`src/sv/lspd_pkg.sv`:
```
package lspd_pkg;

  localparam int unsigned PeakW     = 15;
  localparam int unsigned TimeW     = 32;
  localparam int unsigned SampleW   = 32;
  localparam int unsigned DurW      = 22;
  localparam int unsigned CfgIdxW   = 3;
  localparam int unsigned CfgDataW  = 22;
  localparam int unsigned InDataW   = 64;
  localparam int unsigned OutDataW  = 24;

  localparam logic [PeakW-1:0] PeakMax       = 15'd32767;
  localparam logic [TimeW-1:0] CheckPeriodMs = 32'd100;
  localparam logic [TimeW-1:0] FirstSilentMs = 32'd1500;
  localparam int unsigned      WideShift     = 16;

  localparam logic [PeakW-1:0] ThresholdRst = 15'd300;
  localparam logic [DurW-1:0]  DebounceRst  = 22'd1000;
  localparam logic [DurW-1:0]  SilenceRst   = 22'd300000;

  typedef enum logic [CfgIdxW-1:0] {
    CFG_SENSE_ENABLE    = 3'd0,
    CFG_WIDE_SAMPLES    = 3'd1,
    CFG_LEVEL_THRESHOLD = 3'd2,
    CFG_DEBOUNCE_MS     = 3'd3,
    CFG_SILENCE_MS      = 3'd4
  } cfg_reg_e;

  typedef enum logic [1:0] {
    EVT_NONE    = 2'd0,
    EVT_PRESENT = 2'd1,
    EVT_ABSENT  = 2'd2
  } report_event_e;

  typedef enum logic {
    FUNC_SAMPLE = 1'b0,
    FUNC_TICK   = 1'b1
  } func_e;

  typedef struct packed {
    logic [PeakW-1:0] checked_peak;
    report_event_e    report_event;
    logic             state_reported;
    logic             signal_present;
    logic             evaluated;
  } result_t;

  // Magnitude of a 16-bit two's complement value, saturated to the peak range.
  function automatic logic [PeakW-1:0] magnitude16(input logic [15:0] h);
    logic [15:0] neg;
    logic [PeakW-1:0] m;
    neg = ~h + 16'd1;
    if (!h[15]) begin
      m = h[PeakW-1:0];
    end else if (neg[15]) begin
      m = PeakMax;
    end else begin
      m = neg[PeakW-1:0];
    end
    return m;
  endfunction

endpackage

```
`src/sv/line_signal_presence_detector.sv`:
```
// A result passes through the input register and then the result register. Throughput: one
// item per cycle while the result stream is not stalled; the peak and timer update between the
// two registers is combinational.
// Reset (rst_ni low, asynchronous) clears the peak, timers and flags and loads the
// register defaults: sensing on, 16-bit samples, threshold 300, 1000 ms, 300000 ms.
module line_signal_presence_detector (
  input  logic                             clk_i,
  input  logic                             rst_ni,
  // Configuration write channel.
  input  logic                             cfg_valid_i,
  output logic                             cfg_ready_o,
  input  logic [lspd_pkg::CfgIdxW-1:0]     cfg_index_i,
  input  logic [lspd_pkg::CfgDataW-1:0]    cfg_data_i,
  // Input stream.
  input  logic                             s_axis_tvalid_i,
  output logic                             s_axis_tready_o,
  // tdata: sample_value [31:0], now_ms [63:32]
  input  logic [lspd_pkg::InDataW-1:0]     s_axis_tdata_i,
  // tuser: func [0]
  input  logic                             s_axis_tuser_i,
  // Result stream.
  output logic                             m_axis_tvalid_o,
  input  logic                             m_axis_tready_i,
  // tdata: evaluated [0], signal_present [1], state_reported [2],
  //        report_event [4:3], checked_peak [19:5], zero [23:20]
  output logic [lspd_pkg::OutDataW-1:0]    m_axis_tdata_o
);

  // Configuration registers.
  logic                          sense_enable_q;
  logic                          wide_samples_q;
  logic [lspd_pkg::PeakW-1:0]    level_threshold_q;
  logic [lspd_pkg::DurW-1:0]     debounce_ms_q;
  logic [lspd_pkg::DurW-1:0]     silence_ms_q;

  // Input stage.
  logic                          in_valid_q;
  logic                          in_func_q;
  logic [lspd_pkg::SampleW-1:0]  in_sample_q;
  logic [lspd_pkg::TimeW-1:0]    in_now_q;

  // Detector state.
  logic [lspd_pkg::PeakW-1:0]    peak_accum_q, peak_accum_d;
  logic [lspd_pkg::TimeW-1:0]    last_check_q, last_check_d;
  logic [lspd_pkg::TimeW-1:0]    above_since_q, above_since_d;
  logic [lspd_pkg::TimeW-1:0]    below_since_q, below_since_d;
  logic                          present_q, present_d;
  logic                          reported_q, reported_d;
  logic [lspd_pkg::PeakW-1:0]    held_peak_q, held_peak_d;

  // Result register.
  logic                          out_valid_q;
  lspd_pkg::result_t             out_q, out_d;

  logic                          advance;
  logic                          in_accept;
  logic [lspd_pkg::PeakW-1:0]    mag;
  logic [lspd_pkg::TimeW-1:0]    since_check;
  logic [lspd_pkg::TimeW-1:0]    since_above;
  logic [lspd_pkg::TimeW-1:0]    since_below;
  logic [lspd_pkg::TimeW-1:0]    silence_limit;
  lspd_pkg::report_event_e       event_d;
  logic                          evaluated_d;

  assign cfg_ready_o     = 1'b1;
  assign advance         = !out_valid_q || m_axis_tready_i;
  assign s_axis_tready_o = !in_valid_q || advance;
  assign in_accept       = s_axis_tvalid_i && s_axis_tready_o;

  always_ff @(posedge clk_i or negedge rst_ni) begin
    if (!rst_ni) begin
      sense_enable_q    <= 1'b1;
      wide_samples_q    <= 1'b0;
      level_threshold_q <= lspd_pkg::ThresholdRst;
      debounce_ms_q     <= lspd_pkg::DebounceRst;
      silence_ms_q      <= lspd_pkg::SilenceRst;
    end else if (cfg_valid_i) begin
      unique case (cfg_index_i)
        lspd_pkg::CFG_SENSE_ENABLE:    sense_enable_q    <= cfg_data_i[0];
        lspd_pkg::CFG_WIDE_SAMPLES:    wide_samples_q    <= cfg_data_i[0];
        lspd_pkg::CFG_LEVEL_THRESHOLD: level_threshold_q <= cfg_data_i[lspd_pkg::PeakW-1:0];
        lspd_pkg::CFG_DEBOUNCE_MS:     debounce_ms_q     <= cfg_data_i;
        lspd_pkg::CFG_SILENCE_MS:      silence_ms_q      <= cfg_data_i;
        default: ;
      endcase
    end
  end

  always_ff @(posedge clk_i or negedge rst_ni) begin
    if (!rst_ni) begin
      in_valid_q <= 1'b0;
    end else if (s_axis_tready_o) begin
      in_valid_q <= s_axis_tvalid_i;
    end
  end

  always_ff @(posedge clk_i) begin
    if (in_accept) begin
      in_func_q   <= s_axis_tuser_i;
      in_sample_q <= s_axis_tdata_i[lspd_pkg::SampleW-1:0];
      in_now_q    <= s_axis_tdata_i[lspd_pkg::InDataW-1:lspd_pkg::SampleW];
    end
  end

  always_comb begin
    mag = wide_samples_q
        ? lspd_pkg::magnitude16(in_sample_q[lspd_pkg::WideShift +: 16])
        : lspd_pkg::magnitude16(in_sample_q[15:0]);
    since_check   = in_now_q - last_check_q;
    since_above   = in_now_q - above_since_q;
    since_below   = in_now_q - below_since_q;
    silence_limit = reported_q ? {{(lspd_pkg::TimeW-lspd_pkg::DurW){1'b0}}, silence_ms_q}
                               : lspd_pkg::FirstSilentMs;

    peak_accum_d  = peak_accum_q;
    last_check_d  = last_check_q;
    above_since_d = above_since_q;
    below_since_d = below_since_q;
    present_d     = present_q;
    reported_d    = reported_q;
    held_peak_d   = held_peak_q;
    evaluated_d   = 1'b0;
    event_d       = lspd_pkg::EVT_NONE;

    if (in_func_q == lspd_pkg::FUNC_SAMPLE) begin
      if (sense_enable_q && (mag > peak_accum_q)) begin
        peak_accum_d = mag;
      end
    end else if (sense_enable_q && (since_check >= lspd_pkg::CheckPeriodMs)) begin
      last_check_d = in_now_q;
      peak_accum_d = '0;
      held_peak_d  = peak_accum_q;
      evaluated_d  = 1'b1;
      if (peak_accum_q >= level_threshold_q) begin
        below_since_d = '0;
        if (!present_q) begin
          if (above_since_q == '0) begin
            above_since_d = in_now_q;
          end else if (since_above >=
                       {{(lspd_pkg::TimeW-lspd_pkg::DurW){1'b0}}, debounce_ms_q}) begin
            present_d  = 1'b1;
            reported_d = 1'b1;
            event_d    = lspd_pkg::EVT_PRESENT;
          end
        end
      end else begin
        above_since_d = '0;
        // Silence only counts while present, or before anything has been reported.
        if (present_q || !reported_q) begin
          if (below_since_q == '0) begin
            below_since_d = in_now_q;
          end else if (since_below >= silence_limit) begin
            present_d  = 1'b0;
            reported_d = 1'b1;
            event_d    = lspd_pkg::EVT_ABSENT;
          end
        end
      end
    end

    out_d.evaluated      = evaluated_d;
    out_d.signal_present = present_d;
    out_d.state_reported = reported_d;
    out_d.report_event   = event_d;
    out_d.checked_peak   = held_peak_d;
  end

  always_ff @(posedge clk_i or negedge rst_ni) begin
    if (!rst_ni) begin
      peak_accum_q  <= '0;
      last_check_q  <= '0;
      above_since_q <= '0;
      below_since_q <= '0;
      present_q     <= 1'b0;
      reported_q    <= 1'b0;
      held_peak_q   <= '0;
      out_valid_q   <= 1'b0;
    end else if (advance) begin
      out_valid_q <= in_valid_q;
      if (in_valid_q) begin
        peak_accum_q  <= peak_accum_d;
        last_check_q  <= last_check_d;
        above_since_q <= above_since_d;
        below_since_q <= below_since_d;
        present_q     <= present_d;
        reported_q    <= reported_d;
        held_peak_q   <= held_peak_d;
      end
    end
  end

  always_ff @(posedge clk_i) begin
    if (advance && in_valid_q) begin
      out_q <= out_d;
    end
  end

  assign m_axis_tvalid_o = out_valid_q;
  assign m_axis_tdata_o  = {{(lspd_pkg::OutDataW-$bits(lspd_pkg::result_t)){1'b0}}, out_q};

endmodule
```
`config.mk`:
```
export PLATFORM = sky130hd
export DESIGN_NAME = line_signal_presence_detector
export DESIGN_NICKNAME = d
export VERILOG_FILES = /design/src/sv/lspd_pkg.sv /design/src/sv/line_signal_presence_detector.sv
export SDC_FILE = /design/constraint.sdc
export NUM_CORES = 1
export LEC_CHECK = 0
export BUFFER_PORTS_ARGS = -buffer_cell sky130_fd_sc_hd__buf_4
export CORE_AREA = 2 2 178 180
export DETAILED_ROUTE_END_ITERATION = 16
export DIE_AREA = 0 0 180 182
export PLACE_DENSITY = 0.78
export SLEW_MARGIN = 0
export SYNTH_ARGS = -nofsm -noshare
export SYNTH_HDL_FRONTEND = slang
export SYNTH_SLANG_ARGS = --single-unit
```
`constraint.sdc`:
```
create_clock -name clk_i -period 11.2 [get_ports clk_i]
set_clock_uncertainty 0.15 [all_clocks]
set_input_delay 0.56 -clock clk_i [delete_from_list [all_inputs] [get_ports clk_i]]
set_output_delay 0.56 -clock clk_i [all_outputs]
set_load 0.02 [all_outputs]
```
==> metrics.txt, run 1 <==
status=completed; WP data arrival=6240 ps; Setup Viol. Count Final=0; endpoint class of the critical path=register; Period minus WS final=6100 ps; Inst Count DP=~2300; largest cells by area after synthesis=dfrtp_1 (24%), edfxtp_1 (14%), ha_1 (12%); Reg clk slew, reported paths=60 ps; worst reg2reg path depth=20; DRC=0; drt wl/cell=about 21 um; final-layout fill cell count=2390; Worst Max-Slew Pin Slew=1230 ps; layout cells sized above 1=12.6%; gr usage total=30.9%; most common cell after layout, fill and taps aside=inv_1; r2r endpoint=m_axis_tdata_o[2]; final wirelength=about 51000 um; first-pass GRT wire length=81200 um; Synth area leader=dfrtp_1; CTS tree=built; DR pass1 iterations=6; Compound-Gate Fraction of Synth Area=20.7%; reg2reg setup slack=between 5000 and 6000 ps; Via density=6.26; initial antenna violation count=1; Initial Util=about three fifths; CTS resizes=0; setup_tns=0 ps; largest family of logic cells by synthesized area=compound AO/OA/AOI/OAI gates; Worst IR Drop VDD=about 140 uV; Yosys warnings=0; Avg Cell Area, Syn=9.70 um^2; CP peak stage delay=660 ps; DRT iter0 DRCs=1340; unrepaired setup endpoints after global routing=no; vias in the first global route=15200; Final GP Congestion=0.962; pin count of the biggest net entering global routing=129; CTS Hold Bufs=64; count of cell types in the netlist=80; die height=182 um; Reg-to-Reg Start=in_now_q[1]; Synth top area share=23.5%; fin nets=2306; Core Rows=65; xor/xnor share of the synthesized area=4.40%; Synth Area in Simple Gates=12.1%; PwrDens=approximately 240 nW/um^2; final hold violations=0; max-capacitance violation count=0; final hold slack=1.59 ps; crit path from=in_now_q[1]; post-route clock period utilization=between 50% and 60%; register area share after synthesis=40.2%; commonest cells after routing, fill and taps aside=inv_1 (178), dfrtp_1 (172), ha_1 (169); Final Max Slew Viols=0; total gr overflow=0; Seq cells post-synth=between 200 and 300; Worst Path Required=11340 ps; crit-path cells=ha_1, nor2b_1, o2111ai_1, a311o_1, o31ai_1, a21oi_1, nor2b_1, nor2_1, xnor2_1, ha_1, a21oi_1, o21ai_0, a2111oi_0, o31ai_1, o221ai_1, nand3_1, nor3_1, a311o_1, o21ba_1, o21ai_0; die area=roughly 33000 um^2; EDFF count, synth=85; area of the multi-input gates=9930 um^2; Clock Sink Count=276; total CTS buffers=31; Synth Area in Adders=about an eighth; mux cell area share after synthesis=about 5.0%; Layout area overhead=15.2%; CP max stage cell=o31ai_1; IO Port Bufs=around 120; Root Buffer=clkbuf_16; total number of vias=15400; # IOs=122; ys flop type=dfrtp_1; CP max FO=8; postcts setup bufs=0; DP Wirelength=37100 um; Die Wd=180 um; Rel. slew slack=approximately 18%; synthesized area=18300 um^2; Lkg Pwr=9.10 nW; fin cells=approximately 2500; asr flop ratio synth=69.2%; Post-Synthesis Cells=about 1900; crit start category=register; Final ANT Viol Nets=0; clock latency on the worst-skew pair=600 ps; Reg area=7360 um^2; Max clock buf depth=3; fmax=0.164 GHz; Setup CP Type=reg -> reg; Hold WC Path Type=in -> async; H-tree depth reported by CTS=1; core area=about 31000 um^2
[critical path: cells and delay by family, from the launching register on]
family / cells / cell delay (ps)
xor+xnor: 1 / 130
flops: 1 / 580
compound gates: 12 / 3400
simple gates: 5 / 850
fa+ha+maj: 2 / 670
[metrics by stage]
step | setup slack, ps | power (mW) | utilization, % | area [um^2]
after detailed placement | 5260 | 4.01 | 62.6 | 19400
after CTS | 5200 | 5.08 | 68.0 | 21100
final | 5100 | 5.11 | 68.0 | 21100
after global routing | 4720 | 5.47 | 68.0 | 21100
after floorplan | 6520 | 3.31 | - | 18300
after global placement | 5170 | 3.94 | 62.6 | 19400
[cell families (layout without fill, tap and decap cells)]
family | count (synthesis) | count (layout)
compound gates | 554 | 554
simple gates | 458 | 458
flops | 276 | 276
buf+inv | 252 | 426
fa+ha+maj | 172 | 172
xor+xnor | 92 | 92
mux | 81 | 81
other cells | 2 | 6
[how the worst max path moves through the flow]
stage                                    to  slack, ps  cells after the start
after floorplan           m_axis_tdata_o[2]       6520                     23
after global placement    m_axis_tdata_o[2]       5170                     18
after detailed placement  m_axis_tdata_o[2]       5260                     18
after CTS                 m_axis_tdata_o[2]       5200                     22
after global routing      m_axis_tdata_o[2]       4720                     18
final                     m_axis_tdata_o[2]       5100                     20
[layout make-up]
| class | instances | area share [%] |
|---|---|---|
| diodes | 1 | 0.0119 |
| clock buffers | 47 | 4.32 |
| clock inverters | 11 | 0.552 |
| inverters | 179 | 3.19 |
| multi-input cells | 1362 | 47.1 |
| flip-flops and latches | 276 | 34.9 |
| well taps | 402 | 2.39 |
| repair buffers | 189 | 7.52 |
[cells in the mapped netlist (13+ instances only)]
cell type	count
nor2_1	78
mux2_1	24
a21o_1	32
or3_1	13
a21oi_1	106
nand2b_1	13
nor2b_1	18
edfxtp_1	85
o31ai_1	13
inv_1	178
a211oi_1	21
dfstp_2	19
ha_1	169
mux2_2	53
nand2_1	167
dfrtp_1	172
nor3_1	36
xor2_1	47
nand4_1	34
clkbuf_1	39
xnor2_1	45
o21a_1	35
a22o_1	80
nand3_1	29
a22oi_1	17
o21ai_0	126
o211ai_1	16
buf_2	13
nor4_1	27
[state kept, by name, indices dropped and copies added, names as in the netlist, 15 cells and up]
name               flops
last_check_q          32
m_axis_tdata_o        20
peak_accum_q          15
level_threshold_q     15
in_now_q              32
above_since_q         32
in_sample_q           32
below_since_q         32
silence_ms_q          22
held_peak_q           15
debounce_ms_q         22
[power by group]
part	switching [mW]	leakage, nW	total, mW	internal, mW
Combinational	1.50	5.36	2.58	1.08
Clock	0.431	0.497	1.02	0.589
Sequential	0.201	3.24	1.50	1.30
[routing by layer]
| metal | global-route usage [%] | share of wire [%] | wire length [um] |
|---|---|---|---|
| met1 | 38.3 | 40 | 20400 |
| met2 | 53.9 | 49 | 25100 |
| met3 | 4.19 | 5.9 | 3020 |
| met4 | 14.2 | 4.9 | 2520 |
| met5 | 0 | 0 | 0 |
No activity file was read; power rests on OpenSTA's default activity.
==> run 2, diff against run 1 <==
--- a/config.mk
+++ b/config.mk
@@ -6,10 +6,10 @@
 export NUM_CORES = 1
 export LEC_CHECK = 0
 export BUFFER_PORTS_ARGS = -buffer_cell sky130_fd_sc_hd__buf_4
-export CORE_AREA = 2 2 178 180
+export CORE_AREA = 2 2 184 186
 export DETAILED_ROUTE_END_ITERATION = 16
-export DIE_AREA = 0 0 180 182
-export PLACE_DENSITY = 0.78
+export DIE_AREA = 0 0 186 188
+export PLACE_DENSITY = 0.77
 export SLEW_MARGIN = 0
 export SYNTH_ARGS = -nofsm -noshare
 export SYNTH_HDL_FRONTEND = slang
==> constraint.sdc (replaced) <==
create_clock -name clk_i -period 5.32 [get_ports clk_i]
set_clock_uncertainty 0.15 [all_clocks]
set_input_delay 0.266 -clock clk_i [delete_from_list [all_inputs] [get_ports clk_i]]
set_output_delay 0.266 -clock clk_i [all_outputs]
set_load 0.02 [all_outputs]
==> metrics.txt, run 2 (synthesized netlist as in run 1, its figures left out) <==
PwrDens=510 nW/um^2 (was 242 nW/um^2); final wirelength=54600 um (was 51100 um); Buf/Inv on CP=4 (was 0); Via density=6.10 (was 6.26); Worst Max-Slew Pin Slew=1170 ps (was 1230 ps); vias in the first global route=16200 (was 15200); DR pass1 iterations=6 (unchanged); CTS tree=built (unchanged); Setup CP Type=reg -> reg (unchanged); Worst IR Drop VDD=318 uV (was 135 uV); gr usage total=31.4% (was 30.9%); DRC=0 (unchanged); CP peak stage delay=430 ps (was 660 ps); Final ANT Viol Nets=0 (unchanged); final hold violations=0 (unchanged); layout cells sized above 1=16.3% (was 12.6%); Hold WC Path Type=in -> async (unchanged); initial antenna violation count=0 (was 1); IO Port Bufs=116 (unchanged); Die Wd=186 um (was 180 um); total CTS buffers=31 (unchanged); most common cell after layout, fill and taps aside=buf_4 (was inv_1); Core Rows=67 (was 65); Initial Util=55.3% (was 59.1%); Inst Count DP=2447 (was 2344); CP max stage cell=fa_2 (was o31ai_1); crit start category=register (unchanged); antenna diode count=0 (was 1); endpoint class of the critical path=register (unchanged); clock latency on the worst-skew pair=600 ps (about the same); Max clock buf depth=3 (unchanged); setup_tns=0 ps (unchanged); max-capacitance violation count=0 (unchanged); fmax=0.193 GHz (was 0.164 GHz); drt wl/cell=20.9 um (was 20.7 um); Period minus WS final=5190 ps (was 6100 ps); DP Wirelength=40000 um (was 37100 um); worst reg2reg path depth=23 (was 20); Final GP Congestion=0.961 (was 0.962); WP data arrival=5360 ps (was 6240 ps); Worst Path Required=5490 ps (was 11340 ps); pin count of the biggest net entering global routing=84 (was 129); Root Buffer=clkbuf_16 (unchanged); Lkg Pwr=9.62 nW (was 9.10 nW); status=completed (unchanged); die area=35000 um^2 (was 32800 um^2); Final Max Slew Viols=0 (unchanged); CP max FO=3 (was 8); r2r endpoint=m_axis_tdata_o[4] (was m_axis_tdata_o[2]); Layout area overhead=21.2% (was 15.2%); die height=188 um (was 182 um); core area=33100 um^2 (was 31000 um^2); fin nets=2402 (was 2306); first-pass GRT wire length=85900 um (was 81200 um); Reg-to-Reg Start=in_now_q[0] (was in_now_q[1]); Clock Sink Count=276 (unchanged); H-tree depth reported by CTS=1 (unchanged); Rel. slew slack=21.8% (was 17.5%); cell family with most CP delay=simple AND/OR/NAND/NOR gates (was compound AO/OA/AOI/OAI gates); crit-path cells=inv_2, ha_1, inv_1, fa_2, a211oi_2, o211ai_1, buf_4, nand4b_1, and3_4, xnor2_1, ha_1, or3_1, a221oi_2, o21ai_1, o21ai_2, o311ai_2, nor4_2, nand4_1, nor4_2, a41oi_2, buf_4, nand2b_1, a21oi_1 (was ha_1, nor2b_1, o2111ai_1, a311o_1, o31ai_1, a21oi_1, nor2b_1, nor2_1, xnor2_1, ha_1, a21oi_1, o21ai_0, a2111oi_0, o31ai_1, o221ai_1, nand3_1, nor3_1, a311o_1, o21ba_1, o21ai_0); final core occ=67.0% (was 68.0%); post-route clock period utilization=97.6% (was 54.4%); # IOs=122 (unchanged); Setup Viol. Count Final=0 (unchanged); reg2reg setup slack=130 ps (was 5100 ps); DRT iter0 DRCs=1162 (was 1340); commonest cells after routing, fill and taps aside=buf_4 (186), inv_1 (177), dfrtp_1 (172) (was inv_1 (178), dfrtp_1 (172), ha_1 (169)); total number of vias=15900 (was 15400); Reg clk slew, reported paths=70 ps (was 60 ps); fin cells=2608 (was 2467); total gr overflow=0 (unchanged)
run 2: how the worst max path moves through the flow:
stage	startpoint	end	slack (ps)	depth (start not counted)
2_1_floorplan	in_now_q[0]	m_axis_tdata_o[2]	640	23
3_3_place_gp	in_now_q[0]	m_axis_tdata_o[2]	80	22
3_5_place_dp	in_now_q[0]	m_axis_tdata_o[4]	-130	24
4_1_cts	in_now_q[0]	m_axis_tdata_o[4]	20	24
5_1_grt	in_now_q[0]	m_axis_tdata_o[4]	-30	23
6_report	in_now_q[0]	m_axis_tdata_o[4]	130	23
run 2: per-stage QoR:
step	hold WS (ps)	area, um^2	setup slack, ps	total power, mW
global placement	217	19900	78.4	8.54
finish	151	22200	130	11.3
global route	217	22200	-29.6	12.1
CTS	115	22000	18.3	11.1
detailed placement	227	19900	-131	8.70
floorplan	-180	18300	642	6.97
run 2: layout make-up:
type / count / area (um^2)
Fill cell: 2550 / 10900
Multi-Input combinational cell: 1362 / 10100
Sequential cell: 276 / 7360
Timing Repair Buffer: 285 / 2420
Clock buffer: 42 / 887
Inverter: 179 / 672
Tap cell: 448 / 561
Clock inverter: 16 / 194
run 2: routing by layer:
metal  wire length [um]  vias up  global-route usage, %
met5                  0        -                      0
met3               2940      180                   4.76
met2              26200      613                   53.5
met1              21900     7666                   38.2
li1                   -     7443                      -
met4               3530        0                   16.6
run 2: timing repair:
item | 4_1_cts | 5_1_grt
hold endpoints to repair | 206 | 0
pin swaps | 2 | 17
setup endpoints to repair | 6 | 21
hold buffers | 95 | 0
resized for setup | 7 | 26
gates cloned | 0 | 0
setup buffers | 0 | 8
run 2: report_power, final:
group          switching, mW  internal, mW
Sequential             0.385          2.74
Combinational           3.41          2.51
Clock                  0.941          1.32
==> run 3, diff against run 2 <==
--- a/config.mk
+++ b/config.mk
@@ -6,10 +6,9 @@
 export NUM_CORES = 1
 export LEC_CHECK = 0
 export BUFFER_PORTS_ARGS = -buffer_cell sky130_fd_sc_hd__buf_4
-export CORE_AREA = 2 2 184 186
+export CORE_AREA = 2 2 274 276
 export DETAILED_ROUTE_END_ITERATION = 16
-export DIE_AREA = 0 0 186 188
-export PLACE_DENSITY = 0.77
+export DIE_AREA = 0 0 276 278
 export SLEW_MARGIN = 0
 export SYNTH_ARGS = -nofsm -noshare
 export SYNTH_HDL_FRONTEND = slang
==> metrics.txt, run 3 (synthesized netlist as in run 1, its figures left out) <==
status=finished with violations (was completed); failing checks=design-rule violations; pin count of the biggest net entering global routing=110 (was 84); total gr overflow=0 (unchanged); Via density=4.86 (was 6.10); Lkg Pwr=9.50 nW (was 9.62 nW); gr usage total=13.7% (was 31.4%); initial antenna violation count=4 (was 0); Setup Viol. Count Final=0 (unchanged); Initial Util=24.8% (was 55.3%); reg2reg setup slack=220 ps (was 130 ps); Worst Max-Slew Pin Slew=1170 ps (about the same); total CTS buffers=30 (was 31); pre-CTS setup slack=-122 ps (was -131 ps); CP peak stage delay=390 ps (was 430 ps); H-tree depth reported by CTS=1 (unchanged); Root Buffer=clkbuf_16 (unchanged); die height=278 um (was 188 um); layout cells sized above 1=15.2% (was 16.3%); die area=76700 um^2 (was 35000 um^2); Reg clk slew, reported paths=60 ps (was 70 ps); post-route clock period utilization=95.8% (was 97.6%); Reg-to-Reg Start=in_now_q[0] (unchanged); Worst Path Required=5490 ps (about the same); commonest cells after routing, fill and taps aside=inv_1 (177), buf_4 (174), dfrtp_1 (172) (was buf_4 (186), inv_1 (177), dfrtp_1 (172)); Clock Sink Count=276 (unchanged); fmax=0.196 GHz (was 0.193 GHz); drt wl/cell=17.5 um (was 20.9 um); CP max stage cell=edfxtp_1 (was fa_2); total number of vias=15100 (was 15900); most common cell after layout, fill and taps aside=inv_1 (was buf_4); Final Max Slew Viols=0 (unchanged); DRT iter0 DRCs=1079 (was 1162); DRC=3 (was 0); post-place instance area=20600 um^2 (was 19900 um^2); final wirelength=54600 um (about the same); CTS tree=built (unchanged); max-capacitance violation count=0 (unchanged); WP data arrival=5270 ps (was 5360 ps); final core occ=30.6% (was 67.0%); vias in the first global route=14500 (was 16200); Final Instance Area=22600 um^2 (was 22200 um^2); first-pass GRT wire length=83900 um (was 85900 um); # IOs=122 (unchanged); Inst Count DP=2964 (was 2447); Period minus WS final=5100 ps (was 5190 ps); clock group share of total power=18.6% (was 20.0%); logic gate share of total power=53.3% (was 52.3%); IO Port Bufs=116 (unchanged); P_int=6.34 mW (was 6.58 mW); Layout area overhead=23.3% (was 21.2%); DR pass1 iterations=11 (was 6); Max clock buf depth=3 (unchanged); Final GP Congestion=0.905 (was 0.961); Switching Power=4.73 mW (was 4.74 mW); r2r endpoint=m_axis_tdata_o[2] (was m_axis_tdata_o[4]); fin cells=3116 (was 2608); Rel. slew slack=21.8% (about the same); overall power=11.1 mW (was 11.3 mW); DP Wirelength=41900 um (was 40000 um); worst reg2reg path depth=23 (unchanged); crit-path cells=inv_2, ha_1, inv_1, fa_2, a211oi_2, o211ai_1, a21oi_1, o21ai_2, nand3_1, nand2_1, xor2_1, ha_1, and4_1, a221oi_1, o21ai_0, o21ai_1, o311ai_1, nor4_1, nand4_1, nor4_2, a41oi_2, o21ba_4, o21ai_0 (was inv_2, ha_1, inv_1, fa_2, a211oi_2, o211ai_1, buf_4, nand4b_1, and3_4, xnor2_1, ha_1, or3_1, a221oi_2, o21ai_1, o21ai_2, o311ai_2, nor4_2, nand4_1, nor4_2, a41oi_2, buf_4, nand2b_1, a21oi_1); core area=73800 um^2 (was 33100 um^2); Critical Path End=m_axis_tdata_o[2] (was m_axis_tdata_o[4]); post-layout worst setup margin=222 ps (was 130 ps); antenna diode count=0 (unchanged); Die Wd=276 um (was 186 um); CP max FO=3 (unchanged); PwrDens=491 nW/um^2 (was 510 nW/um^2); Final ANT Viol Nets=0 (unchanged); clock latency on the worst-skew pair=600 ps (about the same); Worst IR Drop VDD=278 uV (was 318 uV); Hold WC Path Type=in -> reg (was in -> async); Setup CP Type=reg -> reg (unchanged); crit start category=register (unchanged); Core Rows=100 (was 67); Sw Share=42.7% (was 41.9%); HP Start=cfg_valid_i; Seq pwr share=28.2% (was 27.7%); final hold violations=0 (unchanged); endpoint class of the critical path=register (unchanged); crit path from=in_now_q[0] (unchanged); fin nets=2390 (was 2402)
## run 3: changes by cell type in the layout (fill, tap and decap cells not counted), sizes merged
cell and change:
bufinv -3, clkbuf -1, dlygate4sd3 -1, clkinv +4, buf -10, inv -2
## run 3: worst min path at each step
stage / end / slack (ps) / cells after the start
6_report: sense_enable_q / 100 / 4
5_1_grt: sense_enable_q / 90 / 4
4_1_cts: sense_enable_q / 80 / 4
3_5_place_dp: above_since_q[29] / 220 / 1
3_3_place_gp: above_since_q[29] / 220 / 1
2_1_floorplan: above_since_q[0] / -180 / 0
## run 3: critical path, delay by kind of cell (launching register included)
kind / cells / cell delay [ps]
flops: 1 / 390
buf+inv: 2 / 150
simple gates: 6 / 940
fa+ha+maj: 3 / 820
compound gates: 11 / 2230
xor+xnor: 1 / 160
## run 3: power groups by stage
stage	logic (mW)	clock network, mW	registers (mW)
2_1_floorplan	3.91	0	3.06
3_3_place_gp	5.49	0	3.14
3_5_place_dp	5.54	0	3.15
4_1_cts	5.66	2.10	3.12
5_1_grt	6.49	2.19	3.18
6_report	5.90	2.05	3.12
## run 3: metal layers
metal  GRT usage [%]  wire length (um)  vias to the layer above  share of wire (%)
met4            3.47              1410                        0                2.6
li1                -                 -                     7403                  -
met1            18.6             24800                     7233                 45
met2            22.6             25100                      434                 46
met3            2.48              3250                       77                6.0
met5               0                 0                        -                  0
## run 3: timing repair
item                                   in CTS  in global routing
endpoints found under the hold margin     210                  0
hold buffers                               94                  0
resized for setup                           3                 20
pin swaps                                   2                 12
setup endpoints to repair                   2                 21
setup buffers                               1                  1
## run 3: cell type report
cell class,count,area [um^2]
multi-input combinational,1362,10000
clock buffer,41,855
sequential,276,7360
fill,7698,51300
timing repair buffer,274,2360
inverter,179,672
clock inverter,15,91.3
tap,969,1210
## run 3: metrics by stage
stage / setup TNS (ps) / hold WS, ps
after CTS: 0 / 75.5
after global routing: -96.3 / 91.3
final: 0 / 96.1
after global placement: 0 / 223
after floorplan: 0 / -180
after detailed placement: -125 / 223
